**config.mk**
```make
export PLATFORM = sky130hd
export DESIGN_NAME = bba_word_scan
export DESIGN_NICKNAME = d
export VERILOG_FILES = /design/src/bba_pkg.sv /design/src/bba_word_scan.sv
export SDC_FILE = /design/constraint.sdc
export NUM_CORES = 1
export LEC_CHECK = 0
export BUFFER_PORTS_ARGS = -buffer_cell sky130_fd_sc_hd__buf_2
export CORE_AREA = 10 10 85 68
export DETAILED_ROUTE_END_ITERATION = 10
export DIE_AREA = 0 0 95 78
export GPL_ROUTABILITY_DRIVEN = 0
export GPL_TIMING_DRIVEN = 0
export PLACE_DENSITY_LB_ADDON = 0.08
export SYNTH_ARGS = -nofsm -noshare
export SYNTH_HDL_FRONTEND = slang
export SYNTH_SLANG_ARGS = --single-unit
export TNS_END_PERCENT = 5
```
**constraint.sdc**
```tcl
create_clock -name vclk -period 9.3
set_input_delay 1.395 -clock vclk [all_inputs]
set_output_delay 1.395 -clock vclk [all_outputs]
set_load 0.01 [all_outputs]
```
**src/bba_pkg.sv**
```systemverilog
// Shared types and constants for the block bitmap allocator.
`timescale 1ns / 1ps
`default_nettype none

package bba_pkg;

   // Bitmap word geometry
   localparam int WORD_W = 32;
   localparam int BIT_W  = 5;

   // Request kinds
   localparam logic KIND_ALLOC = 1'b0;
   localparam logic KIND_FREE  = 1'b1;

   // Result status codes
   localparam logic [1:0] STATUS_OK       = 2'd0;
   localparam logic [1:0] STATUS_NO_SPACE = 2'd1;
   localparam logic [1:0] STATUS_BAD_ID   = 2'd2;

   // Register indexes
   localparam logic [1:0] REG_DATA_START  = 2'd0;
   localparam logic [1:0] REG_DATA_BASE   = 2'd1;
   localparam logic [1:0] REG_BLOCK_SHIFT = 2'd2;

   typedef struct packed {
      logic [13:0] data_start;
      logic [23:0] data_base;
      logic [3:0]  block_size_log2;
   } cfg_type;

   typedef struct packed {
      logic [5:0]       free_cnt;
      logic             any_free;
      logic [BIT_W-1:0] first_free;
   } scan_type;

endpackage

`default_nettype wire

```
**src/bba_word_scan.sv**
```systemverilog
// Shared word unit: masks one bitmap word, counts its free bits, finds the lowest free bit.
`timescale 1ns / 1ps
`default_nettype none

module bba_word_scan #(
   parameter int BLOCKS = 16384,
   parameter int WAW    = 9
) (
   input  wire logic [bba_pkg::WORD_W-1:0] word,
   input  wire logic [WAW-1:0]             word_idx,
   input  wire logic                       first_word,
   input  wire logic [bba_pkg::BIT_W-1:0]  start_bit,
   output bba_pkg::scan_type               scan
);
   import bba_pkg::*;

   logic [WORD_W-1:0] free_bits;
   logic [3:0]        byte_cnt [4];

   always_comb begin
      // a bit is free when clear, at or above the start bit, and inside the map
      for (int b = 0; b < WORD_W; b++) begin
         free_bits[b] = !word[b];
         if (first_word && (BIT_W'(b) < start_bit)) begin
            free_bits[b] = 1'b0;
         end
         if (32'({word_idx, BIT_W'(b)}) >= BLOCKS) begin
            free_bits[b] = 1'b0;
         end
      end

      for (int i = 0; i < 4; i++) begin
         byte_cnt[i] = 4'd0;
         for (int j = 0; j < 8; j++) begin
            byte_cnt[i] = byte_cnt[i] + 4'(free_bits[8*i+j]);
         end
      end
      scan.free_cnt = (6'(byte_cnt[0]) + 6'(byte_cnt[1]))
                    + (6'(byte_cnt[2]) + 6'(byte_cnt[3]));

      scan.any_free   = |free_bits;
      scan.first_free = '0;
      for (int b = WORD_W - 1; b >= 0; b--) begin
         if (free_bits[b]) begin
            scan.first_free = BIT_W'(b);
         end
      end
   end

endmodule

`default_nettype wire

```
# Yosys cells after proc, flatten, opt, wreduce, memory -nomap -nowiden
# Index checks and enable logic that the tools add are counted.
[totals]
register_bits = 0
word_cells = 192
out_inout_bits = 12
inputBits = 47
[op_classes]
n_addsub = 31
reduce_logical = 65
n_lt_le_gt_ge = 32
muxes = 64
[ops]
columns = ["op", "n"]
rows = [
  ["5-bit two-way mux", 32],
  ["5-bit less-than comparator, first input constant", 16],
  ["4-bit by 1-bit adder with 4-bit output", 16],
  ["4-bit by 5-bit less-than comparator with 1-bit output, first input constant", 8],
  ["1-bit logical AND", 32],
  ["1-bit zero test", 32],
  ["1-bit two-way mux", 32],
  ["32-bit OR reduction", 1],
  ["3-bit by 5-bit less-than comparator with 1-bit output, first input constant", 4],
  ["3-bit by 1-bit adder with 4-bit output", 4],
  ["2-bit by 1-bit adder with 3-bit output", 4],
  ["4-bit by 4-bit adder with 5-bit output", 2],
  ["1-bit by 5-bit less-than comparator with 1-bit output, first input constant", 2],
  ["2-bit by 5-bit less-than comparator with 1-bit output, first input constant", 2],
  ["1-bit by 1-bit adder with 2-bit output", 4],
  ["5-bit by 5-bit adder with 6-bit output", 1],
]

# Longest topological paths before layout
# Gate-level depths: netlist of the first run.
[depth]
ltp_word = 35
mapped_depth = 22
depth_no_buf = 20

# Worst setup path after synthesis of the first run
# No wires, ideal clock.
[synth_path]
kind = "input-to-output"
startpoint = "input start_bit[1] (netlist name)"
endpoint = "output scan[10] (netlist name)"
path_stages = 19
path_buffers = 2
arrival_time_ns = 6.196
path_slack_ns = 1.709
required_time_ns = 7.905
path_cell_list = "buf_4 > buf_2 > a31o_2 > a21oi_1 > fa_1 > fa_1 > inv_1 > fa_1 > fa_1 > fa_1 > fa_1 > inv_1 > ha_1 > inv_1 > fa_1 > inv_1 > a21o_1 > a21oi_1 > xnor2_1"
[synth_lines]
columns = ["item", "line_no", "text"]
rows = [
  ["start, declared", "bba_word_scan.sv:12", "input wire logic [bba_pkg::BIT_W-1:0] start_bit,"],
  ["end, declared", "bba_word_scan.sv:13", "output bba_pkg::scan_type scan"],
]

==> flow_summary_export.csv, run 1 <==
group,metric,value,unit
sta,rsz0062_at_grt,"no",
grt,gr-total-overflow,0,
sta,fin_crit_sh,87.0,%
cts,hold_buffers,0,
logic_synthesis,synth.most_common_cell,"inv_1",
min_path,hold_path_depth,5,
pwr,peakVddDrop,208,µV
grt,grt_max_degree,11,
logic_synthesis,synth_cell_types,61,
logic_synthesis,synth_common_cells,"inv_1, fa_1, a21oi_1",
drt,ant_nets,0,
grt,grt_pass1_wl,9120,µm
critical_path,start_kind,"primary input",
drt,via_count,1756,
die,boundaryPins,59,
sta,slew_violations,0,
logic_synthesis,synth_top_area_share,26.6,%
drt,avgViaCountPerCell,5.35,
placement,place_area,0.00212,mm²
placement,dp_hpwl,4810,µm
final_layout,layout-drive-gt1-share,30.6,%
sta,period_minus_slack,8.09,ns
logic_synthesis,synth_area_leader_cell,"fa_1",
final_layout,seq_area,0,µm²
placement,numPortBuffers,49,
drt,drt-initial-drc-count,68,
sta,tightest_slew,0.567,ns
pwr,p_leak,1.03,nW
critical_path,crit_required,7.91,ns
final_layout,final_nets,352,
logic_synthesis,postSynthCellCount,222,
grt,grt_pass1_vias,1777,
logic_synthesis,avgSynthCellArea,8.13,µm²
run_status,status,"complete, no violations",
flow_run,maxCapViolCount,0,
drt,drt-total-wl,5490,µm
final_layout,seq_cells,0,
critical_path,cp-end-kind,"output port",
drt,wl_per_cell,16.7,µm
drt,dr.pass1.iters,4,
logic_synthesis,yosys-top-cells-area,"fa_1, inv_1, a21oi_1",
final_layout,syn2layout_area_growth,17.5,%
sta,hold_viol,0,
sta,report.final.setup_viol,0,
logic_synthesis,yosys_warnings,0,
grt,grt.total_usage,14.8,%
logic_synthesis,synth_area,0.00180,mm²
pwr,powerDensity,269,mW/mm²
die,start_util,42.4,%
logic_synthesis,ys_seq_area_share,0,%
cts,cts_resized,0,
min_path,holdPathEnd,"scan[0]",
die,core_area,0.00426,mm²
critical_path,critPathArrivalTime,6.70,ns
critical_path,crit_fanout,10,
critical_path,worstSetupPathType,"in2out",
die,dieHeight,78,µm
die,die_x,95,µm
sta,fin_setup_tns,0,ns
min_path,min_path_type,"in2out",
grt,antenna_found_initial,0,
logic_synthesis,synthesis.nets,301,
sta,max_freq,124,MHz
final_layout,design_area,0.00212,mm²
final_layout,clkbuf_count,0,
die,die_area,0.00741,mm²
die,rows,21,
sta,maxSlewHeadroom,62.2,%
drt,drc,0,
final_layout,antenna_cells,0,
cts,cts_setup_buffers,0,
min_path,holdCritStartpoint,"word[5]",
sta,fin_hold_ws,3.29,ns
-- worst max-delay path, stage by stage --
cell and delay, ns:
buf_2 0.12, buf_4 0.17, buf_2 0.20, a31o_2 0.26, a21oi_1 0.39, fa_1 0.52
fa_1 0.50, inv_1 0.05, fa_1 0.45, fa_1 0.49, fa_1 0.54, fa_1 0.40
inv_1 0.06, ha_1 0.16, inv_1 0.06, fa_1 0.40, inv_1 0.07, a21o_1 0.11
a21oi_1 0.07, xnor2_1 0.12, buf_2 0.14
-- where the power goes --
| group | switching [mW] | internal (mW) | total (mW) |
|---|---|---|---|
| Clock | 0 | 0 | 0 |
| Sequential | 0 | 0 | 0 |
| Combinational | 0.303 | 0.267 | 0.571 |
| Total | 0.303 | 0.267 | 0.571 |
-- placed cells by master, fill, tap and decap left out, types with 2 or more instances in the layout --
cell      instances
ha_1              8
o21ai_0           9
nand3_1           3
a21o_1            7
nor2_1           10
inv_1            31
or2_1             2
a22oi_1           3
and3_1            3
a21oi_1          21
nor3_1            3
and2_1            4
a31oi_1           3
a211o_1           4
a221o_1           2
fa_1             24
or3_1             3
nand2_1           8
o21a_1            3
a41o_1            2
a21boi_0          2
xnor2_1           3
nand2b_1          3
nor4_1            2
nor2b_1           2
and2_4            2
o21bai_1          3
or2_2             3
nand4_1           3
o21ai_1           2
a211oi_2          2
buf_2            53
a21oi_2           4
buf_6             3
nand4b_1          2
nor3_2            2
buf_4             3
-- area by class of cell --
class,count,area (µm²)
multi-input combinational,179,1600
buffer,11,80.1
fill,460,2140
inverter,32,120
tap,57,71.3
timing repair buffer,49,245
-- routing by layer --
metal | routed length (µm) | up-vias | global-route usage [%]
met5 | 0 | - | 0
met3 | 406 | 0 | 1.25
met1 | 2700 | 821 | 22.6
met4 | 0 | 0 | 0.299
li1 | - | 893 | -
met2 | 2380 | 42 | 22.9
-- worst max-delay path by stage --
stage	start	endpoint	slack, ns
after global placement	start_bit[1]	scan[10]	1.21
after floorplan	start_bit[1]	scan[10]	1.71
final	start_bit[1]	scan[10]	1.21
after CTS	start_bit[1]	scan[10]	1.18
after detailed placement	start_bit[1]	scan[10]	1.20
after global routing	start_bit[1]	scan[10]	0.89
-- kinds of logic after synthesis --
group           share of synthesized area [%]
fa+ha+maj                                32.2
xor+xnor                                 1.46
buf+inv                                  11.1
compound gates                           32.9
simple gates                             22.3
-- stage by stage --
stage	setup WS, ns	power [mW]	utilization (%)	std cells
3_5_place_dp	1.20	0.582	49.8	328
2_1_floorplan	1.71	0.421	-	222
6_report	1.21	0.571	49.8	328
5_1_grt	0.886	0.655	49.8	328
3_3_place_gp	1.21	0.581	49.8	328
4_1_cts	1.18	0.584	49.8	328
Power figures use the tool's default switching activity.
==> run 2, diff against run 1 <==
REMOVE_ABC_BUFFERS = 1   (was not set)
==> flow_summary_export.csv, run 2 (synthesis results as in run 1) <==
group,metric,value,unit
run_status,status,"complete, no violations",
final_layout,layout-drive-gt1-share,28.4,%
drt,top_layer_used,"met4",
critical_path,crit_top_cell,"fa_1",
sta,max_freq,125,MHz
final_layout,seq_area,0,µm²
sta,slew_violations,0,
critical_path,crit_required,7.91,ns
critical_path,cp-end-kind,"output port",
critical_path,cpMaxStageDelayCell,"fa_1",
sta,maxSlewHeadroom,65.7,%
sta,timing.final.ws_setup,1.28,ns
critical_path,cp_cell_sequence,"buf_2 -> or3_1 -> a211o_1 -> fa_1 -> fa_1 -> fa_1 -> fa_1 -> fa_1 -> fa_1 -> inv_1 -> ha_1 -> inv_1 -> fa_1 -> inv_1 -> a21o_1 -> a21oi_1 -> xnor2_1 -> buf_2",
final_layout,syn2layout_area_growth,13.4,%
grt,grt.total_usage,14.2,%
sta,fin_crit_sh,86.2,%
grt,antenna_found_initial,0,
critical_path,critPathBufInv,5,
pwr,seqPwrFrac,0,%
die,core_area,0.00426,mm²
die,start_util,42.4,%
sta,fin_setup_tns,0,ns
sta,hold_viol,0,
die,die_x,95,µm
critical_path,path_delay_family,"adder cells",
sta,rsz0062_at_grt,"no",
sta,period_minus_slack,8.02,ns
placement,pre_cts_ws,1.27,ns
drt,drt-total-wl,5230,µm
final_layout,clkbuf_count,0,
drt,met1_length,2500,µm
critical_path,worstSetupPathType,"in2out",
placement,place_inst,318,
cts,cts_setup_buffers,0,
drt,avgViaCountPerCell,5.55,
drt,drt-initial-drc-count,97,
drt,dr.pass1.iters,4,
drt,wl_per_cell,16.5,µm
pwr,pwr-share-comb,100.0,%
die,boundaryPins,59,
pwr,swShare,53.2,%
sta,tightest_slew,0.511,ns
final_layout,fin_cells,318,
pwr,peakVddDrop,278,µV
final_layout,final_common_cell,"buf_2",
placement,dp_hpwl,4520,µm
grt,grt_pass1_wl,8830,µm
pwr,powerDensity,281,mW/mm²
cts,hold_buffers,0,
sta,report.final.setup_viol,0,
final_layout,antenna_cells,0,
cts,cts_resized,0,
drt,wl_met3,276,µm
drt,via_count,1765,
die,dieHeight,78,µm
grt,grt_pass1_vias,1813,
pwr,power.internal,0.269,mW
grt,grt_max_degree,22,
final_layout,final_util,48.1,%
die,rows,21,
die,die_area,0.00741,mm²
flow_run,maxCapViolCount,0,
drt,wl_met2,2440,µm
critical_path,slowest_delay,0.57,ns
critical_path,start_kind,"primary input",
final_layout,seq_cells,0,
final_layout,final_cell_mix,"buf_2, inv_1, fa_1",
grt,gr-total-overflow,0,
min_path,min_path_type,"in2out",
final_layout,final_nets,342,
placement,numPortBuffers,50,
pwr,p_leak,0.982,nW
drt,drc,0,
drt,ant_nets,0,
critical_path,crit_fanout,21,
pwr,p_sw,0.306,mW
critical_path,critPathArrivalTime,6.62,ns
pwr,clock_power_share,0,%
-- run 2: path summary, 6_finish.rpt --
kind	startpoint	end	slack, ns	cells past startpoint
worst min-delay path	word[5]	scan[0]	3.29	5
worst max-delay path	start_bit[2]	scan[10]	1.28	18
-- run 2: through the flow --
| step | power [mW] | hold slack [ns] | area [µm²] |
|---|---|---|---|
| 2_1_floorplan | 0.415 | 3.06 | 1720 |
| 3_3_place_gp | 0.584 | 3.29 | 2050 |
| 3_5_place_dp | 0.590 | 3.29 | 2050 |
| 4_1_cts | 0.595 | 3.29 | 2050 |
| 5_1_grt | 0.674 | 3.41 | 2050 |
| 6_report | 0.575 | 3.29 | 2050 |
-- run 2: power by group through the flow --
| stage | Clock [mW] | Combinational, mW | Sequential [mW] |
|---|---|---|---|
| final | 0 | 0.575 | 0 |
| after CTS | 0 | 0.595 | 0 |
| after floorplan | 0 | 0.415 | 0 |
| after global placement | 0 | 0.584 | 0 |
| after global routing | 0 | 0.674 | 0 |
| after detailed placement | 0 | 0.590 | 0 |
-- run 2: area by class of cell --
class,count,area (µm²)
fill,459,2210
inverter,32,120
multi-input combinational,179,1600
tap,57,71.3
timing repair buffer,50,250
-- run 2: metal layers --
metal,up-vias,global-route usage [%]
li1,875,-
met1,843,20.2
met2,45,24.1
met3,2,0.962
met4,0,0.448
met5,-,0
==> run 3, diff against run 2 <==
RECOVER_POWER = 100   (was not set)
==> flow_summary_export.csv, run 3 (synthesis results as in run 1) <==
group,metric,value,unit
run_status,status,"complete, no violations",
pwr,peakVddDrop,259,µV
die,die_x,95,µm
cts,cts_setup_buffers,0,
drt,dr.pass1.iters,4,
die,die_area,0.00741,mm²
grt,grt_pass1_wl,8830,µm
placement,numPortBuffers,50,
die,dieHeight,78,µm
final_layout,layout-drive-gt1-share,24.9,%
placement,place_inst,318,
grt,grt_pass1_vias,1813,
critical_path,crit_required,7.91,ns
die,rows,21,
drt,avgViaCountPerCell,5.46,
drt,wl_per_cell,16.5,µm
sta,max_freq,119,MHz
final_layout,seq_area,0,µm²
sta,period_minus_slack,8.40,ns
critical_path,startpoint,"start_bit[2]",
pwr,powerDensity,274,mW/mm²
die,start_util,42.4,%
critical_path,start_kind,"primary input",
sta,fin_crit_sh,90.3,%
drt,drt-initial-drc-count,85,
grt,met1_usage,20.2,%
final_layout,seq_cells,0,
sta,fin_setup_tns,0,ns
drt,drc,0,
final_layout,fin_cells,318,
final_layout,final_cell_mix,"buf_2, inv_1, fa_1",
cts,hold_buffers,0,
final_layout,multiInputGateArea,0.00159,mm²
critical_path,endpoint,"scan[10]",
grt,top_usage_layer,"met2",
min_path,holdCritStartpoint,"word[5]",
grt,grtUsageMet2,24.1,%
drt,drt-total-wl,5240,µm
final_layout,clkbuf_count,0,
critical_path,crit_fanout,21,
flow_run,maxCapViolCount,0,
final_layout,final_nets,342,
drt,ant_nets,0,
grt,grt_max_degree,22,
pwr,p_leak,0.960,nW
final_layout,final_util,47.6,%
placement,dp_hpwl,4520,µm
critical_path,cp-end-kind,"output port",
sta,rsz0062_at_grt,"no",
sta,slew_violations,0,
min_path,min_path_type,"in2out",
grt,gr-total-overflow,0,
grt,antenna_found_initial,0,
die,core_area,0.00426,mm²
pwr,power,0.555,mW
die,boundaryPins,59,
drt,via_count,1737,
final_layout,syn2layout_area_growth,12.2,%
final_layout,antenna_cells,0,
final_layout,fill_cells,463,
final_layout,final_common_cell,"buf_2",
critical_path,worstSetupPathType,"in2out",
sta,maxSlewHeadroom,40.4,%
sta,hold_viol,0,
sta,tightest_slew,0.871,ns
cts,cts_resized,0,
sta,report.final.setup_viol,0,
grt,grt_use_met3,0.962,%
grt,grt.total_usage,14.2,%
critical_path,critPathArrivalTime,7.00,ns
run 3: cell types whose count changed in the layout (fill, tap and decap cells not counted), sizes merged:
cell,change
buf,-6
clkbuf,+6
run 3: worst min path at each step:
stage                          to  slack [ns]  cells past startpoint
after detailed placement  scan[0]        3.29                      5
after floorplan           scan[0]        3.06                      4
after CTS                 scan[0]        3.29                      5
final                     scan[0]        3.29                      5
after global placement    scan[0]        3.29                      5
after global routing      scan[0]        3.41                      5
run 3: final cells by class:
class / count / share of cell area [%]
inverters: 32 / 5.93
well taps: 57 / 3.52
multi-input cells: 179 / 78.6
repair buffers: 50 / 12.0
run 3: stage by stage:
step	hold WS (ns)	cell area, µm²	setup slack [ns]
2_1_floorplan	3.06	1720	1.82
3_3_place_gp	3.29	2050	1.28
3_5_place_dp	3.29	2050	1.27
4_1_cts	3.29	2050	1.26
5_1_grt	3.41	2020	0.532
6_report	3.29	2020	0.904
run 3: worst max-delay path, cell delays in order:
cell and delay (ns):
clkbuf_1 0.64, or2_0 0.41, a21oi_1 0.11, and2_0 0.19
inv_1 0.10, fa_1 0.45, fa_1 0.57, fa_1 0.45
fa_1 0.50, fa_1 0.54, fa_1 0.40, inv_1 0.07
ha_1 0.15, inv_1 0.05, fa_1 0.40, inv_1 0.07
a21o_1 0.11, a21oi_1 0.07, xnor2_1 0.14, clkbuf_1 0.17
run 3: report_power, final:
group / internal (mW) / leakage [nW] / switching, mW
Sequential: 0 / 0 / 0
Clock: 0 / 0 / 0
Combinational: 0.247 / 0.960 / 0.308
run 3: routing by layer:
layer | up-vias | wire length, µm
met5 | - | 0
met4 | 0 | 19
met3 | 2 | 272
met2 | 42 | 2430
met1 | 820 | 2520
li1 | 873 | -
