**src/bba_pkg.sv**
```systemverilog
// Shared types and constants for the block bitmap allocator.
`timescale 1ns / 1ps
`default_nettype none

package bba_pkg;

   // Bitmap word geometry
   localparam int WORD_W = 32;
   localparam int BIT_W  = 5;

   // Request kinds
   localparam logic KIND_ALLOC = 1'b0;
   localparam logic KIND_FREE  = 1'b1;

   // Result status codes
   localparam logic [1:0] STATUS_OK       = 2'd0;
   localparam logic [1:0] STATUS_NO_SPACE = 2'd1;
   localparam logic [1:0] STATUS_BAD_ID   = 2'd2;

   // Register indexes
   localparam logic [1:0] REG_DATA_START  = 2'd0;
   localparam logic [1:0] REG_DATA_BASE   = 2'd1;
   localparam logic [1:0] REG_BLOCK_SHIFT = 2'd2;

   typedef struct packed {
      logic [13:0] data_start;
      logic [23:0] data_base;
      logic [3:0]  block_size_log2;
   } cfg_type;

   typedef struct packed {
      logic [5:0]       free_cnt;
      logic             any_free;
      logic [BIT_W-1:0] first_free;
   } scan_type;

endpackage

`default_nettype wire

```
**src/bba_seq.sv**
```systemverilog
// Request sequencer: clearing pass, count pass, grant pass, free update and result register.
`timescale 1ns / 1ps
`default_nettype none

module bba_seq #(
   parameter int  BLOCKS    = 16384,
   parameter int  MAX_ALLOC = 64,
   localparam int NWORDS    = (BLOCKS + bba_pkg::WORD_W - 1) / bba_pkg::WORD_W,
   localparam int WAW       = $clog2(NWORDS),
   localparam int CW        = $clog2(BLOCKS + 1)
) (
   input  wire logic                       clock,
   input  wire logic                       reset,
   input  bba_pkg::cfg_type                cfg,

   input  wire logic                       req_valid,
   output logic                            req_stall,
   input  wire logic                       req_kind,
   input  wire logic [6:0]                 req_count,
   input  wire logic [13:0]                req_block_id,

   output logic                            rsp_valid,
   input  wire logic                       rsp_stall,
   output logic      [13:0]                rsp_granted_id,
   output logic      [31:0]                rsp_granted_addr,
   output logic      [1:0]                 rsp_status,
   output logic                            rsp_last,
   output logic      [14:0]                rsp_free_left,

   output logic                            ram_wr_en,
   output logic      [WAW-1:0]             ram_wr_addr,
   output logic      [bba_pkg::WORD_W-1:0] ram_wr_data,
   output logic                            ram_rd_en,
   output logic      [WAW-1:0]             ram_rd_addr,
   input  wire logic [bba_pkg::WORD_W-1:0] ram_rd_data,

   output logic      [bba_pkg::WORD_W-1:0] scan_word,
   output logic      [WAW-1:0]             scan_idx,
   output logic                            scan_first,
   output logic      [bba_pkg::BIT_W-1:0]  scan_start_bit,
   input  bba_pkg::scan_type               scan
);
   import bba_pkg::*;

   typedef enum logic [3:0] {
      ST_CLEAR,
      ST_IDLE,
      ST_REPLY,
      ST_FREE_RD,
      ST_FREE_WR,
      ST_CNT_RD,
      ST_CNT_CHK,
      ST_AL_RD,
      ST_AL_LOAD,
      ST_AL_PICK
   } state_type;

   state_type         state_ff;
   logic [WAW-1:0]    w_ff;
   logic [CW-1:0]     free_ff;
   logic [6:0]        count_ff;
   logic [6:0]        found_ff;
   logic [6:0]        remaining_ff;
   logic [13:0]       id_ff;
   logic [1:0]        reply_status_ff;
   logic [WORD_W-1:0] cur_word_ff;

   logic              rsp_valid_ff;
   logic [13:0]       rsp_id_ff;
   logic [31:0]       rsp_addr_ff;
   logic [1:0]        rsp_status_ff;
   logic              rsp_last_ff;
   logic [14:0]       rsp_free_ff;

   logic [WAW-1:0]    start_word;
   logic              out_free;
   logic [WORD_W-1:0] pick_onehot;
   logic [WORD_W-1:0] free_onehot;
   logic [WAW-1:0]    free_word;
   logic              emit_pick;
   logic [6:0]        found_in;
   logic [31:0]       pick_addr;
   logic              rsp_valid_in;

   assign start_word  = WAW'(cfg.data_start >> BIT_W);
   assign out_free    = !rsp_valid_ff || !rsp_stall;
   assign pick_onehot = WORD_W'(1) << scan.first_free;
   assign free_onehot = WORD_W'(1) << id_ff[BIT_W-1:0];
   assign free_word   = WAW'(id_ff >> BIT_W);
   assign emit_pick   = (state_ff == ST_AL_PICK) && scan.any_free && out_free;
   assign found_in    = found_ff + 7'(scan.free_cnt);
   assign pick_addr   = 32'(cfg.data_base)
                      + (32'({w_ff, scan.first_free}) << cfg.block_size_log2);
   // load a new result, or hold the current one while it is stalled
   assign rsp_valid_in = ((state_ff == ST_REPLY) && out_free) || emit_pick
                      || (rsp_valid_ff && rsp_stall);

   assign scan_word      = (state_ff == ST_AL_PICK) ? cur_word_ff : ram_rd_data;
   assign scan_idx       = w_ff;
   assign scan_first     = (w_ff == start_word);
   assign scan_start_bit = cfg.data_start[BIT_W-1:0];

   assign req_stall        = (state_ff != ST_IDLE);
   assign rsp_valid        = rsp_valid_ff;
   assign rsp_granted_id   = rsp_id_ff;
   assign rsp_granted_addr = rsp_addr_ff;
   assign rsp_status       = rsp_status_ff;
   assign rsp_last         = rsp_last_ff;
   assign rsp_free_left    = rsp_free_ff;

   always_comb begin
      ram_rd_en   = (state_ff == ST_CNT_RD) || (state_ff == ST_AL_RD)
                 || (state_ff == ST_FREE_RD);
      ram_rd_addr = (state_ff == ST_FREE_RD) ? free_word : w_ff;
      ram_wr_en   = 1'b0;
      ram_wr_addr = w_ff;
      ram_wr_data = cur_word_ff;
      unique case (state_ff)
         ST_CLEAR: begin
            ram_wr_en   = 1'b1;
            ram_wr_data = '0;
         end
         ST_FREE_WR: begin
            ram_wr_en   = |(ram_rd_data & free_onehot);
            ram_wr_addr = free_word;
            ram_wr_data = ram_rd_data & ~free_onehot;
         end
         ST_AL_PICK: begin
            // write back when the word is exhausted or the last block is taken
            if (!scan.any_free) begin
               ram_wr_en = 1'b1;
            end else if (emit_pick && (remaining_ff == 7'd1)) begin
               ram_wr_en   = 1'b1;
               ram_wr_data = cur_word_ff | pick_onehot;
            end
         end
         default: begin
         end
      endcase
   end

   always_ff @(posedge clock) begin
      if (reset) begin
         state_ff     <= ST_CLEAR;
         w_ff         <= '0;
         free_ff      <= CW'(BLOCKS);
         rsp_valid_ff <= 1'b0;
      end else begin
         rsp_valid_ff <= rsp_valid_in;
         unique case (state_ff)
            ST_CLEAR: begin
               if (w_ff == WAW'(NWORDS - 1)) begin
                  w_ff     <= '0;
                  state_ff <= ST_IDLE;
               end else begin
                  w_ff <= w_ff + 1'b1;
               end
            end
            ST_IDLE: begin
               if (req_valid) begin
                  count_ff <= req_count;
                  id_ff    <= req_block_id;
                  if (req_kind == KIND_FREE) begin
                     if (32'(req_block_id) >= BLOCKS) begin
                        reply_status_ff <= STATUS_BAD_ID;
                        state_ff        <= ST_REPLY;
                     end else begin
                        state_ff <= ST_FREE_RD;
                     end
                  end else if (req_count == 7'd0) begin
                     reply_status_ff <= STATUS_OK;
                     state_ff        <= ST_REPLY;
                  end else if ((32'(req_count) > MAX_ALLOC)
                            || (32'(req_count) > 32'(free_ff))
                            || (32'(cfg.data_start) >= BLOCKS)) begin
                     reply_status_ff <= STATUS_NO_SPACE;
                     state_ff        <= ST_REPLY;
                  end else begin
                     w_ff     <= start_word;
                     found_ff <= '0;
                     state_ff <= ST_CNT_RD;
                  end
               end
            end
            ST_REPLY: begin
               if (out_free) begin
                  rsp_id_ff     <= '0;
                  rsp_addr_ff   <= '0;
                  rsp_status_ff <= reply_status_ff;
                  rsp_last_ff   <= 1'b1;
                  rsp_free_ff   <= 15'(free_ff);
                  state_ff      <= ST_IDLE;
               end
            end
            ST_FREE_RD: begin
               state_ff <= ST_FREE_WR;
            end
            ST_FREE_WR: begin
               if (|(ram_rd_data & free_onehot)) begin
                  free_ff <= free_ff + 1'b1;
               end
               reply_status_ff <= STATUS_OK;
               state_ff        <= ST_REPLY;
            end
            ST_CNT_RD: begin
               state_ff <= ST_CNT_CHK;
            end
            ST_CNT_CHK: begin
               if (found_in >= count_ff) begin
                  // enough free blocks: commit the counter and start granting
                  free_ff      <= free_ff - CW'(count_ff);
                  remaining_ff <= count_ff;
                  w_ff         <= start_word;
                  state_ff     <= ST_AL_RD;
               end else if (w_ff == WAW'(NWORDS - 1)) begin
                  reply_status_ff <= STATUS_NO_SPACE;
                  state_ff        <= ST_REPLY;
               end else begin
                  found_ff <= found_in;
                  w_ff     <= w_ff + 1'b1;
                  state_ff <= ST_CNT_RD;
               end
            end
            ST_AL_RD: begin
               state_ff <= ST_AL_LOAD;
            end
            ST_AL_LOAD: begin
               cur_word_ff <= ram_rd_data;
               state_ff    <= ST_AL_PICK;
            end
            ST_AL_PICK: begin
               if (!scan.any_free) begin
                  w_ff     <= w_ff + 1'b1;
                  state_ff <= ST_AL_RD;
               end else if (out_free) begin
                  rsp_id_ff     <= 14'({w_ff, scan.first_free});
                  rsp_addr_ff   <= pick_addr;
                  rsp_status_ff <= STATUS_OK;
                  rsp_last_ff   <= (remaining_ff == 7'd1);
                  rsp_free_ff   <= 15'(free_ff);
                  cur_word_ff   <= cur_word_ff | pick_onehot;
                  remaining_ff  <= remaining_ff - 1'b1;
                  if (remaining_ff == 7'd1) begin
                     state_ff <= ST_IDLE;
                  end
               end
            end
            default: begin
               state_ff <= ST_IDLE;
            end
         endcase
      end
   end

   a_free_bounded: assert property (@(posedge clock) disable iff (reset)
      32'(free_ff) <= BLOCKS)
      else $error("free counter above block count");

   a_grant_pending: assert property (@(posedge clock) disable iff (reset)
      (state_ff == ST_AL_PICK) |-> (remaining_ff != 7'd0))
      else $error("grant pass with nothing left to grant");

   a_no_result_in_clear: assert property (@(posedge clock) disable iff (reset)
      (state_ff == ST_CLEAR) |-> !rsp_valid_ff)
      else $error("result during clearing pass");

   a_mid_result_ok: assert property (@(posedge clock) disable iff (reset)
      (rsp_valid_ff && !rsp_last_ff) |-> (rsp_status_ff == STATUS_OK))
      else $error("non-final result without ok status");

   a_last_grant_idle: assert property (@(posedge clock) disable iff (reset)
      (emit_pick && (remaining_ff == 7'd1)) |=> (state_ff == ST_IDLE))
      else $error("sequencer kept going after final grant");

endmodule

`default_nettype wire

```
**config.mk**
```make
export PLATFORM = sky130hd
export DESIGN_NAME = bba_seq
export DESIGN_NICKNAME = d
export VERILOG_FILES = /design/src/bba_pkg.sv /design/src/bba_seq.sv
export SDC_FILE = /design/constraint.sdc
export NUM_CORES = 1
export LEC_CHECK = 0
export ABC_AREA = 1
export BUFFER_PORTS_ARGS = -buffer_cell sky130_fd_sc_hd__buf_4
export CORE_ASPECT_RATIO = 0.75
export CORE_MARGIN = 5
export CORE_UTILIZATION = 40
export CTS_CLUSTER_SIZE = 10
export DETAILED_ROUTE_END_ITERATION = 10
export PLACE_DENSITY = 0.68
export SETUP_SLACK_MARGIN = 0.5
export SYNTH_ARGS = -nofsm -noshare
export SYNTH_HDL_FRONTEND = slang
export SYNTH_SLANG_ARGS = --single-unit
export TNS_END_PERCENT = 1
```
**constraint.sdc**
```tcl
create_clock -name clock -period 12.22 [get_ports clock]
set_input_delay 1.222 -clock clock [delete_from_list [all_inputs] [get_ports clock]]
set_output_delay 1.222 -clock clock [all_outputs]
set_load 0.02 [all_outputs]
```
; After elaboration in Yosys (flattened, before gate mapping)
; Index checks and enable logic that the tools add are counted.
; Widths: inputs -> output; s select.
[classes]
n_lt_le_gt_ge = 3
n_reduce_logical = 33
n_shift = 3
bitwise_logic = 5
eq_ne = 31
mux = 73
addsub = 6
[op_table]
columns = cell, count
row1 = $mux 32, 8
row2 = $pmux 32 s2, 2
row3 = $pmux 32 s3, 1
row4 = $mux 9, 10
row5 = $and 32x32->32, 2
row6 = $shl 1x5->32 const A, 2
row7 = $mux 7, 9
row8 = $mux 15, 4
row9 = $pmux 15 s2, 2
row10 = $mux 14, 3
row11 = $pmux 4 s10, 1
row12 = $pmux 9 s4, 1
row13 = $add 24x32->32, 1
row14 = $not 32->32, 1
row15 = $or 32x32->32, 1
row16 = $reduce_or 32->1, 1
row17 = $shl 14x4->32, 1
row18 = $ne 2x2->1 const B, 14
row19 = $pmux 14 s2, 1
row20 = $pmux 7 s2, 2
row21 = $mux 4, 6
row22 = $mux 2, 9
row23 = $eq 4x3->1 const B, 4
row24 = $add 15x1->15 const B, 1
row25 = 36 further kinds, 67
[word_totals]
reg_bits = 162
wordCells = 169
out_inout_bits = 165
in_bits = 112

; Depth between registers and ports, before layout
[logic_depth]
word_depth = 7
mapped_depth = 23
depth_no_buf = 20

; Worst setup path before layout
; OpenSTA, ideal clock, no wires.
[synth_timing]
path_kind = input port to flip-flop
startpoint = input port scan[5] in the netlist's numbering
endpoint = register rsp_addr_ff[0], in the netlist rsp_granted_addr[0], enable pin
setup_time_ns = 0.507
t_arrival_ns = 4.644
cell_stages = 4
n_path_buf = 0
required_ns = 11.713
slack_ns = 7.070
cell_sequence = inv_1 -> nor2_1 -> nor2_1 -> nor3_1
[synth_between]
elab_chain_cells = 2
[synth_rtl]
columns = item, line
row1 = start: declaration, bba_seq.sv:41  ; input bba_pkg::scan_type scan
row2 = $ne 2x2->1 (no source line), --
row3 = $reduce_and 5->1 (no source line), --
row4 = end signal: assignment, bba_seq.sv:237  ; rsp_addr_ff <= pick_addr;
row5 = end: declaration, bba_seq.sv:70  ; logic [31:0] rsp_addr_ff;
; Every way passes these cells.
; A chain may end at the register's enable or synchronous reset.

; Final worst setup path
[layout_timing]
startpoint = register state_ff[1]
endpoint = output port ram_wr_data[7] in the netlist's numbering
[layout_between]
elab_chain_cells = 7
elab_cells_between_ends = 9
classes_between = eq/ne (2) / mux (3) / reduce/logical (4)
[layout_rtl]
columns = item, line
row1 = start: declaration, bba_seq.sv:58  ; state_type state_ff;
row2 = start signal: assignment, bba_seq.sv:144  ; state_ff <= ST_CLEAR;
row3 = start signal: assignment, bba_seq.sv:154  ; state_ff <= ST_IDLE;
row4 = start signal: assignment, bba_seq.sv:166  ; state_ff <= ST_REPLY;
row5 = $eq 4x4->1, "bba_seq.sv:90, bba_seq.sv:118"
row6 = $logic_and 1x1->1 (2 in a row), bba_seq.sv:90  ; assign emit_pick = (state_ff == ST_AL_PICK) && scan.any_free && out_free;
row7 = $logic_and 1x1->1, bba_seq.sv:132  ; end else if (emit_pick && (remaining_ff == 7'd1)) begin
row8 = $mux 32, bba_seq.sv:132
row9 = $mux 32, bba_seq.sv:130  ; if (!scan.any_free) begin
row10 = $pmux 32 s3 *, bba_seq.sv:118  ; unique case (state_ff)
row11 = end: declaration, bba_seq.sv:32  ; output logic [bba_pkg::WORD_W-1:0] ram_wr_data,
; Every way passes the cells marked *; elsewhere a longest branch is shown, timed or not.

==> run metrics <==
outcome=completed; Post-Syn Area=11,890 µm²; Remaining DRCs=0; reg2reg setup slack=8.42 ns; Cell Chain, Critical Path=inv_2 -> nand2_1 -> inv_1 -> nand2_4 -> buf_4 -> inv_1 -> nand3_1 -> o211ai_1 -> buf_4; wire length per cell=18.68 µm; Worst-path clk slew=0.07 ns; Clock Root Buffer=clkbuf_16; Leak Pwr=6.566 nW; Tcrit/Tclk final=40.19%; Slew HR=20.53%; register area share after synthesis=37.45%; pre-CTS WS=7.400 ns; syn_area_per_cell=7.365 µm²; max-cap check violation count=0; YS warnings=0; setup ws final=7.309 ns; Die Wd=209.1 µm; Sequential Power Share=31.2%; Bufs on Longest Clock Path=2; DP Cell Count=2,210; post-cts hold buffer count=0; clock power share=25.8%; Post-CTS Setup Bufs=0; Synth Area in XOR/XNOR=2.356%; slew of the pin with the lowest slew margin=1.188 ns; post-synthesis cell type count=51; Worst IR Drop VDD=0.08786 mV; PnR Total Power=0.002136 W; CP max stage delay=0.80 ns; initial antenna violation count=4; Final Non-Filler Cells=2,243; CP Capture Type=output port; final net count=2,014; adder-cell area share of the yosys netlist=7.027%; total gr overflow=0; Boundary Pins=277; startpoint types=flop; vias in the first global route=11,390; area delta synth->final=23.75%; WP buf/inv=5; DR vias=12,290; RSZ-0062 raised after global routing=no; top cell family by delay on the critical path=buffers and inverters; area share of and/or/nand/nor cells after synthesis=27.84%; GP Congestion=0.9607; Worst Skew=0.01404 ns; clock sinks=158; clk_lat worst skew=0.44 ns; DRT iter0 DRCs=1,237; WL final=41.89 mm; ANT nets after route=0; sw power=0.0008809 W; CP max stage cell=buf_4; switch share=41.23%; Async S/R FF share, synth=0%; die area=33,320 µm²; fmax=203.6 MHz; mux cell area share after synthesis=0.7574%; DP HPWL=32.11 mm; most common flop cell mapped by yosys=edfxtp_1; largest family of logic cells by synthesized area=simple AND/OR/NAND/NOR gates; CTS Buf Count=17; TNS Setup=0 ns; end of the worst register-to-register path=found_ff[3]; core outline area=29,190 µm²; CP Class=flop to output port; first-pass GRT wire length=64.98 mm; 1st-pass router iterations=6; # port buffers=263; Req. time, crit path=11.00 ns; P_int=0.001255 W; CP Max Fanout=112; Mapped Cells=1,615; CTS tree=built; H-Tree Depth=4; CP Depth=9; Power Dens Cells=145.1 nW/µm²; share of layout cells above drive strength 1=18.38%; GR Util All Layers=24.23%; critical path arrival=3.69 ns; number of cell rows=54; R2R depth=16; DIE HEIGHT=159.3 µm; combinational share of power=43.1%; vias per cell=5.478; Critical Path End=ram_wr_data[7]; Core Util, Final=50.43%; # setup viols final=0; Pins Over Slew Limit=0; Resized Gates After CTS=0; Yosys reg bits=158; Initial Utilization=40.75%; Hold Fails Final Rpt=0; Synth Area in Compound Gates=16.63%; largest net degree at the start of global routing=113; min-delay src=free_ff[5]; EDFF count, synth=129; Final min period=4.911 ns; R2R Path Start=found_ff[0]; Tightest Hold Check Type=flop to flop; CP Launch Point=state_ff[1]
cells by family (layout without fill, tap and decap cells):
kind of cell	after synthesis	count (layout)
muxes	9	9
other	1	4
buffers and inverters	228	461
DFF	158	158
and+or+nand+nor	784	784
xor gates and xnor gates	32	32
adders and majority gates	65	65
AOI/OAI and AO/OA	338	338
layer usage:
metal,part of all wire (%),track usage (%)
met5,0.11,0
met3,9.5,6.441
met1,45,34.53
met4,1.4,4.921
met2,44,37.32
registers in the layout (all words and copies together), names as in the netlist, 4 cells and up:
register,cells
cur_word_ff,32
rsp_granted_addr,30
free_ff,15
rsp_free_left,15
id_ff,14
rsp_granted_id,14
scan_idx,9
count_ff,7
found_ff,7
remaining_ff,7
state_ff,4
synthesized netlist by cell type, drive strengths merged (2+ instances only):
cell | n | share of area, %
a211oi | 2 | 0.13
a21o | 6 | 0.38
a21oi | 87 | 3.7
a31oi | 3 | 0.16
and2 | 2 | 0.11
buf | 37 | 1.9
clkbuf | 37 | 1.2
clkinv | 3 | 0.095
dfxtp | 29 | 4.9
edfxtp | 129 | 33
fa | 3 | 0.50
ha | 62 | 6.5
inv | 151 | 4.8
mux2i | 9 | 0.76
nand2 | 392 | 12
nand3 | 113 | 4.9
nand3b | 4 | 0.25
nand4 | 22 | 1.2
nor2 | 213 | 6.9
nor3 | 19 | 0.99
nor3b | 2 | 0.13
nor4 | 9 | 0.47
o211ai | 19 | 1.2
o21a | 7 | 0.44
o21ai | 155 | 6.6
o21bai | 21 | 1.3
o221ai | 32 | 2.4
o22ai | 2 | 0.11
or2 | 7 | 0.37
xnor2 | 13 | 0.96
xor2 | 19 | 1.4
stage by stage:
stage / cell area (µm²) / hold slack [ns]
6_report: 14720 / 0.5230
5_1_grt: 14720 / 0.5378
4_1_cts: 14720 / 0.5223
3_5_place_dp: 14130 / 0.4937
3_3_place_gp: 14130 / 0.5015
2_1_floorplan: 11900 / 0.4568
worst min path at each step:
stage	to	slack, ns	cells after the start
6_report	rsp_free_left[5]	0.52	0
5_1_grt	rsp_free_left[8]	0.54	0
4_1_cts	rsp_free_left[8]	0.52	0
3_5_place_dp	rsp_free_left[8]	0.49	0
3_3_place_gp	rsp_free_left[8]	0.50	0
2_1_floorplan	rsp_free_left[0]	0.46	0
placed cells by master, fill, tap and decap left out, types with 13 or more instances in the layout:
master,instances
nand3_1,110
nor2_1,205
a21oi_1,87
clkbuf_16,17
nor3_1,13
dfxtp_1,29
o21bai_1,21
xnor2_1,13
xor2_1,19
buf_4,275
ha_1,62
o211ai_1,19
o221ai_1,32
nand2_1,389
o21ai_0,153
inv_1,144
nand4_1,22
edfxtp_1,129
power by group through the flow:
| stage | registers, W | logic [W] | clock network, W |
|---|---|---|---|
| 2_1_floorplan | 0.000686 | 0.000563 | 0 |
| 3_3_place_gp | 0.000677 | 0.000903 | 0 |
| 3_5_place_dp | 0.000677 | 0.000912 | 0 |
| 4_1_cts | 0.000665 | 0.000916 | 0.000560 |
| 5_1_grt | 0.000670 | 0.00100 | 0.000586 |
| 6_report | 0.000666 | 0.000920 | 0.000551 |
layout make-up:
type	instances	area, µm²
antenna	1	2.502
inverter	154	578.1
clock inverter	14	157.7
clock buffer	18	429.2
sequential	158	4454
timing repair buffer	275	2064
multi-input combinational	1231	6543
tap	392	490.5
fill	2920	14470
(Power assumes the default switching activity.)
